--- src/design/fpu_ram.sv ---
`default_nettype none

module fpu_ram #(
    parameter int WIDTH = 8,
    parameter int DEPTH = 16
) (
    input  wire logic                                          i_clk,
    input  wire logic                                          i_we,
    input  wire logic [((DEPTH > 1) ? $clog2(DEPTH) : 1)-1:0]  i_waddr,
    input  wire logic [WIDTH-1:0]                              i_wdata,
    input  wire logic                                          i_re,
    input  wire logic [((DEPTH > 1) ? $clog2(DEPTH) : 1)-1:0]  i_raddr,
    output logic      [WIDTH-1:0]                              o_rdata
);

    logic [WIDTH-1:0] r_mem [DEPTH];
    logic [WIDTH-1:0] r_rdata;

    // read returns the old word on a same-address write
    always_ff @(posedge i_clk) begin
        if (i_we) begin
            r_mem[i_waddr] <= i_wdata;
        end
        if (i_re) begin
            r_rdata <= r_mem[i_raddr];
        end
    end

    assign o_rdata = r_rdata;

endmodule

`default_nettype wire

--- config.mk ---
export PLATFORM = sky130hd
export DESIGN_NAME = fpu_ram
export DESIGN_NICKNAME = d
export VERILOG_FILES = /design/src/design/fpu_ram.sv
export SDC_FILE = /design/constraint.sdc
export NUM_CORES = 1
export LEC_CHECK = 0
export BUFFER_PORTS_ARGS = -buffer_cell sky130_fd_sc_hd__buf_2
export CORE_MARGIN = 4
export CORE_UTILIZATION = 50
export CTS_BUF_LIST = sky130_fd_sc_hd__clkbuf_16
export DETAILED_ROUTE_END_ITERATION = 12
export GPL_TIMING_DRIVEN = 0
export PLACE_DENSITY = 0.67
export SYNTH_ARGS = -nofsm -noshare
export SYNTH_HDL_FRONTEND = slang
export SYNTH_SLANG_ARGS = --single-unit
export TNS_END_PERCENT = 1
--- constraint.sdc ---
create_clock -name i_clk -period 3.1 [get_ports i_clk]
set_input_delay 0.31 -clock i_clk [delete_from_list [all_inputs] [get_ports i_clk]]
set_output_delay 0.31 -clock i_clk [all_outputs]
set_load 0.02 [all_outputs]
==> results.txt, run 1 <==
GPL Wtd Cong - 0.728
die height - 110 um
Seq/Total Area, Yosys - 0.781
WP buf/inv - 1
DR vias - 2419
VDD IR max - 0.490 mV
RR Endpoint - o_rdata[0]
R2R depth - 3
total gr overflow - 0
Hold Violations, Final - 0
worst path cell trace - buf_2 > nand3b_1 > nor3_1
min-delay worst type - in -> reg
CP Max Fanout - 8
CP max-delay cell - nor3_1
DRC errors left - 0
WS Path Type - in -> reg
grt peak-use layer - met2
GRT Total Usage - 0.178
CP max stage delay - 1040 ps
RR Startpoint - r_mem[5][0]
antenna violations before repair - 0
Post-DRT Antenna Nets - 0
cts hold-fix bufs - 0
synthesis-stage register bit count - 136
Synth warnings - 0
Chip Width - 110 um
CTS buffer count - 17
largest net degree at the start of global routing - 17
first-pass GRT wire length - 14600 um
placed cell areas - 5520 um2
Wirelength per Cell - 23.2 um
Syn Std Cell Area - 5230 um2
n_diodes - 0
htree depth - 4
Setup Skew - 9.22 ps
worst-margin pin slew - 1310 ps
post-synthesis cell count - 229
max_cap viols - 0
share of cells above drive strength 1 - 0.286
synthesized area per cell - 22.8 um2
drt first pass iters - 5
Max-slew headroom - 0.123
worst hold start - i_re
CORE AREA - 10200 um2
die area - 12200 um2
Post-Synthesis Net Count - 248
commonest cells after routing, fill and taps aside - edfxtp_1 (136), buf_2 (29), mux4_2 (18), clkbuf_16 (17), a22oi_1 (16)
Finished Layout Cells - 423
met1 Usage GRT - 0.251
Post-CTS Resized - 0
CP arrival - 1710 ps
setup violators final - 0
Filler Cell Count - 759
critical path depth - 3
startpoint types - primary input
CP top delay family - simple AND/OR/NAND/NOR gates
start point of the critical path - i_waddr[2]
fmax - 587 MHz
final instance area - 6160 um2
Port Buf Inserts - 25
Net count, final - 293
Post-Place Cells - 390
shortest period the worst path allows - 1700 ps
PD cells - 716 nW/um2
CP Capture Type - flop
hold path cells - 1
flop-to-flop setup slack - 1470 ps
io pins - 27
clk slew on worst S/H paths - 60 ps
HPWL after DPL - 5950 um
vias in the first global route - 2378
CTS tree - yes
Lkg Pwr - 2.06 nW
clk_lat worst skew - 410 ps
unrepaired setup endpoints after global routing - false
most common cell after layout, fill and taps aside - edfxtp_1
row count - 37
Bufs on Longest Clock Path - 2
setup_tns - 0 ps
Hold Slack - 238 ps
clock sink total - 136
final WL - 9800 um
outcome - finished, final reports clean
met3 GRT Util - 0.0565
Post-CTS Setup Repair Bufs - 0
Area Growth Syn to Fin - 17.9%
Yosys cell types - 18
DRT iter0 DRCs - 219
crit path to - r_mem[8][0]
Root Driver - clkbuf_16
post-route clock period utilization - 0.550
required time of the critical path - 3110 ps
Vias/cell - 5.72
Slew Limit Fails - 0
starting density of the core - 0.511
met2 Use GR - 0.267
cell type report:
class                           instances  area [um2]  area share
Clock buffer                           17         425      0.0690
Multi-Input combinational cell         83        1060       0.172
Tap cell                              136         170      0.0276
Clock inverter                         15         209      0.0339
Buffer                                 10        86.3      0.0140
Sequential cell                       136        4080       0.663
Timing Repair Buffer                   26         130      0.0211
synthesized netlist by cell type (all sizes together):
cell / n / area [um2]
a22oi: 16 / 120
and2: 1 / 6.26
and2b: 1 / 7.51
buf: 7 / 56.3
clkdlybuf4s25: 3 / 30.0
edfxtp: 136 / 4080
mux4: 32 / 773
nand2: 9 / 33.8
nand2b: 2 / 12.5
nand3: 1 / 5.00
nand3b: 2 / 15.0
nor2: 13 / 48.8
nor2b: 1 / 6.26
nor3: 4 / 20.0
or3b: 1 / 8.76
stage by stage:
stage | setup slack [ps] | total power [W] | utilization
2_1_floorplan | 1300 | 0.00223 | -
3_3_place_gp | 704 | 0.00232 | 0.540
3_5_place_dp | 732 | 0.00232 | 0.540
4_1_cts | 1110 | 0.00443 | 0.602
5_1_grt | 1260 | 0.00454 | 0.602
6_report | 1400 | 0.00441 | 0.602
layer usage:
metal	vias to the layer above	share of wire
met1	1231	0.41
met5	-	0
li1	1077	-
met3	8	0.088
met2	103	0.49
met4	0	0.013
worst min path at each step:
stage / to / slack, ps
final: o_rdata[2] / 240
after global routing: o_rdata[2] / 230
after CTS: o_rdata[2] / 230
after global placement: o_rdata[2] / 650
after floorplan: r_mem[0][0] / 410
after detailed placement: o_rdata[2] / 650
worst register-to-register path, cell delays in order (launching register included):
cell      delay [ps]
edfxtp_1         360
mux4_1           560
a22oi_1          320
nand2_1          120
state kept, by name, indices dropped and copies added, names as in the netlist:
signal,cells
r_mem,128
o_rdata,8
cells by family after synthesis:
kind of cell           share of synthesized area
DFF                                        0.781
muxes                                      0.148
buffers and inverters                     0.0165
and+or+nand+nor                           0.0314
AOI/OAI and AO/OA                         0.0230
power breakdown:
group	internal, W	leakage [nW]	switching, W
registers	0.00207	1.24	0.00000840
clock network	0.00141	0.300	0.000713
logic	0.0000800	0.523	0.000124
Power figures use the tool's default switching activity.
==> run 2, diff against run 1 <==
Settings changed: ABC_AREA from default to 1.
Clock period 3.1 ns to 1.6 ns, I/O delays scaled along.
==> results.txt, run 2 <==
Post-Place Cells - 717 (+84%)
grt peak-use layer - met2
DR vias - 3924 (+62%)
post-synthesis cell count - 551 (+140%)
clk slew on worst S/H paths - 60 ps (about the same)
Synth warnings - 0 (unchanged)
Bufs on Longest Clock Path - 2 (unchanged)
htree depth - 4 (unchanged)
Post-CTS Setup Repair Bufs - 0 (unchanged)
DRT iter0 DRCs - 506 (+130%)
Chip Width - 116 um (+5.3%)
setup violators final - 0 (unchanged)
Wirelength per Cell - 18.6 um (-20%)
most common cell after layout, fill and taps aside - nand2_1
met3 GRT Util - 0.0394 (-0.0171)
met2 Use GR - 0.349 (+0.0822)
PD cells - 1230 nW/um2 (+72%)
total gr overflow - 0 (unchanged)
largest family of logic cells by synthesized area - simple AND/OR/NAND/NOR gates
flop-to-flop setup slack - 390 ps (-1080 ps)
largest net degree at the start of global routing - 17 (unchanged)
io pins - 27 (unchanged)
CTS tree - yes
unrepaired setup endpoints after global routing - false
Finished Layout Cells - 749 (+77%)
post-placement worst setup slack - -88.4 ps (-820 ps)
Slew Limit Fails - 0 (unchanged)
GPL Wtd Cong - 0.914 (+26%)
RR Startpoint - r_mem[0][3]
most instantiated cells after synthesis - nand2_1 (173), edfxtp_1 (136), inv_1 (100)
Max-slew headroom - 0.375 (+0.252)
Lkg Pwr - 2.89 nW (+41%)
CP Max Fanout - 8 (unchanged)
Setup Skew - 5.38 ps (-3.84 ps)
GRT Total Usage - 0.225 (+0.0474)
Root Driver - clkbuf_16
FFs w/ async S/R, synth - 0 (unchanged)
CORE AREA - 11400 um2 (+12%)
worst-margin pin slew - 934 ps (-372 ps)
multi-input combinational cell area - 1210 um2 (+15%)
VDD IR max - 0.851 mV (+74%)
Port Buf Inserts - 23 (-8.0%)
CTS buffer count - 17 (unchanged)
Hold Violations, Final - 0 (unchanged)
vias in the first global route - 3880 (+63%)
Post-Synth Adder-Cell Area - 0 (unchanged)
required time of the critical path - 1640 ps (-1470 ps)
Yosys top cell area share - 0.698 (-0.0828)
shortest period the worst path allows - 1220 ps
row count - 39 (+5.4%)
die area - 13500 um2 (+11%)
number of flops mapped to enable cells by yosys - 136 (unchanged)
start point of the critical path - i_waddr[3]
Syn Std Cell Area - 5850 um2 (+12%)
min-delay worst type - in -> reg
most common cell in the netlist - nand2_1
Yosys cell types - 11 (-7)
post-route clock period utilization - 0.764
Area Growth Syn to Fin - 14.7%
starting density of the core - 0.512 (+0.00111)
worst hold start - i_re
clk_lat worst skew - 410 ps (about the same)
startpoint types - primary input
Seq/Total Area, Yosys - 0.698 (-0.0828)
outcome - finished, final reports clean
final worst setup slack - 377 ps (-1020 ps)
Post-Synthesis Net Count - 570 (+130%)
leading area contributor after synthesis - edfxtp_1
mux contribution to synthesized area - 0 (-0.148)
met1 Usage GRT - 0.313 (+0.0618)
Post-DRT Antenna Nets - 0 (unchanged)
compound-cell area share of the yosys netlist - 0 (-0.0230)
CP arrival - 1260 ps (-450 ps)
share of cells above drive strength 1 - 0.125 (-0.160)
die height - 116 um (+5.3%)
Filler Cell Count - 951 (+25%)
n_diodes - 0 (unchanged)
Largest register FFs - 128 (unchanged)
final WL - 13900 um (+42%)
fmax - 818 MHz
Biggest register - r_mem
Vias/cell - 5.24 (-8.4%)
post-synthesis simple-gate area fraction - 0.208 (+0.176)
first-pass GRT wire length - 21700 um (+49%)
synthesis-stage register bit count - 136 (unchanged)
CP Capture Type - flop
cts hold-fix bufs - 0 (unchanged)
WS Path Type - in -> reg
register area - 4080 um2 (unchanged)
commonest cells after routing, fill and taps aside - nand2_1 (173), edfxtp_1 (136), inv_1 (101), nand3_1 (97), buf_2 (36)
max_cap viols - 0 (unchanged)
drt first pass iters - 5 (unchanged)
final instance area - 6700 um2 (+8.8%)
Synth area leaders - edfxtp_1 (70%), nand2_1 (11%), nand3_1 (8.3%)
Hold Slack - 93.5 ps (-144 ps)
clock sink total - 136 (unchanged)
DRC errors left - 0 (unchanged)
Post-CTS Resized - 0 (unchanged)
synthesized area per cell - 10.6 um2 (-54%)
XOR/XNOR share of the synthesized area - 0 (unchanged)
Net count, final - 612 (+110%)
antenna violations before repair - 0 (unchanged)
HPWL after DPL - 9110 um (+53%)
placed cell areas - 6140 um2 (+11%)
most common flop cell mapped by yosys - edfxtp_1
-- run 2: final cells by class --
class                   count  area share
flip-flops and latches    136       0.609
multi-input cells         289       0.181
clock buffers              17      0.0635
inverters                 102      0.0571
well taps                 143      0.0267
plain buffers              24      0.0248
clock inverters            15      0.0205
repair buffers             23      0.0172
-- run 2: worst max-delay path, stage by stage --
cell and delay (ps):
buf_2 110, nand3b_1 230, nor2_1 750
-- run 2: worst paths after layout --
path,end,cells after the start
setup / recovery,r_mem[6][1],3
hold / removal,o_rdata[5],1
setup reg to reg,o_rdata[3],6
hold reg to reg,o_rdata[6],6
-- run 2: logic make-up (layout without fill, tap and decap cells) --
logic type | Yosys count | in the layout
AND/OR/NAND/NOR | 289 | 289
flip-flops | 136 | 136
buffers and inverters | 126 | 181
-- run 2: through the flow --
stage | utilization | total power, W | TNS [ps]
after floorplan | - | 0.00441 | 0
after global placement | 0.538 | 0.00462 | -1400
after detailed placement | 0.538 | 0.00464 | -2630
after CTS | 0.587 | 0.00829 | 0
after global routing | 0.587 | 0.00853 | 0
final | 0.587 | 0.00827 | 0
-- run 2: power breakdown --
| part | internal (W) | switching, W | total, W |
|---|---|---|---|
| Sequential | 0.00402 | 0.0000189 | 0.00403 |
| Clock | 0.00226 | 0.00144 | 0.00370 |
| Combinational | 0.000150 | 0.000383 | 0.000533 |
| Total | 0.00643 | 0.00184 | 0.00827 |
-- run 2: layer usage --
| layer | wire length [um] | vias to the layer above |
|---|---|---|
| li1 | - | 1873 |
| met2 | 6540 | 179 |
| met5 | 0 | - |
| met3 | 1210 | 29 |
| met1 | 5780 | 1843 |
| met4 | 365 | 0 |
==> run 3, diff against run 2 <==
Settings changed: ABC_AREA 1 to 0, PLACE_DENSITY 0.67 to 0.7.
Clock period 1.6 ns to 1 ns, I/O delays scaled along.
==> results.txt, run 3 (synthesized netlist as in run 1, its figures left out) <==
CP Max Fanout - 1 (-7)
Area Growth Syn to Fin - 19.8%
CP Capture Type - flop
worst path cell trace - mux4_2 > a22oi_2 > nand2_1
Root Driver - clkbuf_16
min-delay worst type - in -> reg
DRT iter0 DRCs - 253 (-50%)
first-pass GRT wire length - 14500 um (-34%)
Slew Limit Fails - 0 (unchanged)
max_cap viols - 0 (unchanged)
placed cell areas - 5530 um2 (-10%)
final instance area - 6260 um2 (-6.6%)
Largest register FFs - 128 (unchanged)
clock sink total - 136 (unchanged)
DR vias - 2366 (-40%)
htree depth - 4 (unchanged)
multi-input combinational cell area - 1110 um2 (-8.5%)
die height - 110 um (-5.1%)
n_diodes - 0 (unchanged)
Post-CTS Setup Repair Bufs - 0 (unchanged)
io pins - 27 (unchanged)
Post-DRT Antenna Nets - 0 (unchanged)
Chip Width - 110 um (-5.1%)
share of cells above drive strength 1 - 0.423 (+0.298)
Vias/cell - 5.61 (+7.0%)
row count - 37 (-5.1%)
WS Path Type - reg -> reg
total gr overflow - 0 (unchanged)
vias in the first global route - 2407 (-38%)
die area - 12200 um2 (-9.9%)
failing checks - setup timing
CTS buffer count - 17 (unchanged)
setup violators final - 41 (+41)
commonest cells after routing, fill and taps aside - edfxtp_1 (136), mux4_2 (32), buf_2 (24), clkbuf_16 (17), nor2_2 (11)
final WL - 9420 um (-32%)
Hold Violations, Final - 0 (unchanged)
drt first pass iters - 4 (-1)
PD cells - 2180 nW/um2 (+76%)
fmax - 677 MHz
CTS tree - yes
startpoint types - flop
post-route clock period utilization - 1.48
required time of the critical path - 1140 ps (-500 ps)
worst-margin pin slew - 764 ps (-170 ps)
shortest period the worst path allows - 1480 ps
most common cell after layout, fill and taps aside - edfxtp_1
VDD IR max - 1.40 mV (+65%)
Max-slew headroom - 0.489 (+0.114)
Wirelength per Cell - 22.3 um (+20%)
Biggest register - r_mem
starting density of the core - 0.511 (-0.00111)
GRT Total Usage - 0.174 (-0.0508)
CP max stage delay - 490 ps (-260 ps)
CP max-delay cell - mux4_2
CP top delay family - multiplexers
register area - 4080 um2 (unchanged)
CORE AREA - 10200 um2 (-10%)
Filler Cell Count - 692 (-27%)
Bufs on Longest Clock Path - 2 (unchanged)
largest net degree at the start of global routing - 17 (unchanged)
Hold Slack - 30.1 ps (-63.4 ps)
CP arrival - 1620 ps (+360 ps)
final worst setup slack - -477 ps (-854 ps)
Port Buf Inserts - 25 (+8.7%)
Lkg Pwr - 2.03 nW (-30%)
WP buf/inv - 0 (-1)
clk_lat worst skew - 400 ps (about the same)
Net count, final - 292 (-52%)
antenna violations before repair - 0 (unchanged)
unrepaired setup endpoints after global routing - true
GPL Wtd Cong - 0.751 (-18%)
clk slew on worst S/H paths - 60 ps (about the same)
Setup Skew - 8.48 ps (+3.10 ps)
DRC errors left - 0 (unchanged)
HPWL after DPL - 5920 um (-35%)
outcome - complete, but fails checks
-- run 3: repair_timing --
item / CTS / global route
hold buffers: 0 / 0
pin swaps: 2 / 3
resized for setup: 18 / 10
endpoints found under the setup margin: 144 / 96
-- run 3: final timing paths --
kind | end | slack [ps] | cells past startpoint | start
worst min-delay path | o_rdata[5] | 30 | 1 | i_re
worst min register to register | o_rdata[1] | 750 | 3 | r_mem[11][1]
worst max register to register | o_rdata[0] | -480 | 3 | r_mem[3][0]
worst max-delay path | o_rdata[0] | -480 | 3 | r_mem[3][0]
-- run 3: metal layers --
metal | GRT usage | wire length [um] | vias to the layer above
met4 | 0.0642 | 165 | 0
met1 | 0.253 | 4190 | 1220
met3 | 0.0396 | 435 | 12
met5 | 0 | 0 | -
met2 | 0.263 | 4630 | 75
li1 | - | - | 1059
-- run 3: area by class of cell --
| class | instances | area share |
|---|---|---|
| buffer | 10 | 0.0192 |
| clock inverter | 15 | 0.0326 |
| tap | 136 | 0.0272 |
| sequential | 136 | 0.652 |
| timing repair buffer | 25 | 0.0240 |
| clock buffer | 17 | 0.0679 |
| multi-input combinational | 83 | 0.177 |
-- run 3: through the flow --
stage / util / total power, W / TNS, ps / setup WS (ps) / cells
global route: 0.612 / 0.0140 / -8850 / -497 / 422
CTS: 0.607 / 0.0137 / -5640 / -500 / 422
floorplan: - / 0.00696 / -20570 / -300 / 229
finish: 0.612 / 0.0136 / -3790 / -477 / 422
detailed placement: 0.540 / 0.00723 / -77820 / -914 / 390
global placement: 0.540 / 0.00721 / -76550 / -869 / 390
-- run 3: where the power goes --
part / total, W / switching [W] / internal (W)
logic: 0.000704 / 0.000411 / 0.000293
clock network: 0.00647 / 0.00229 / 0.00418
registers: 0.00645 / 0.0000285 / 0.00642
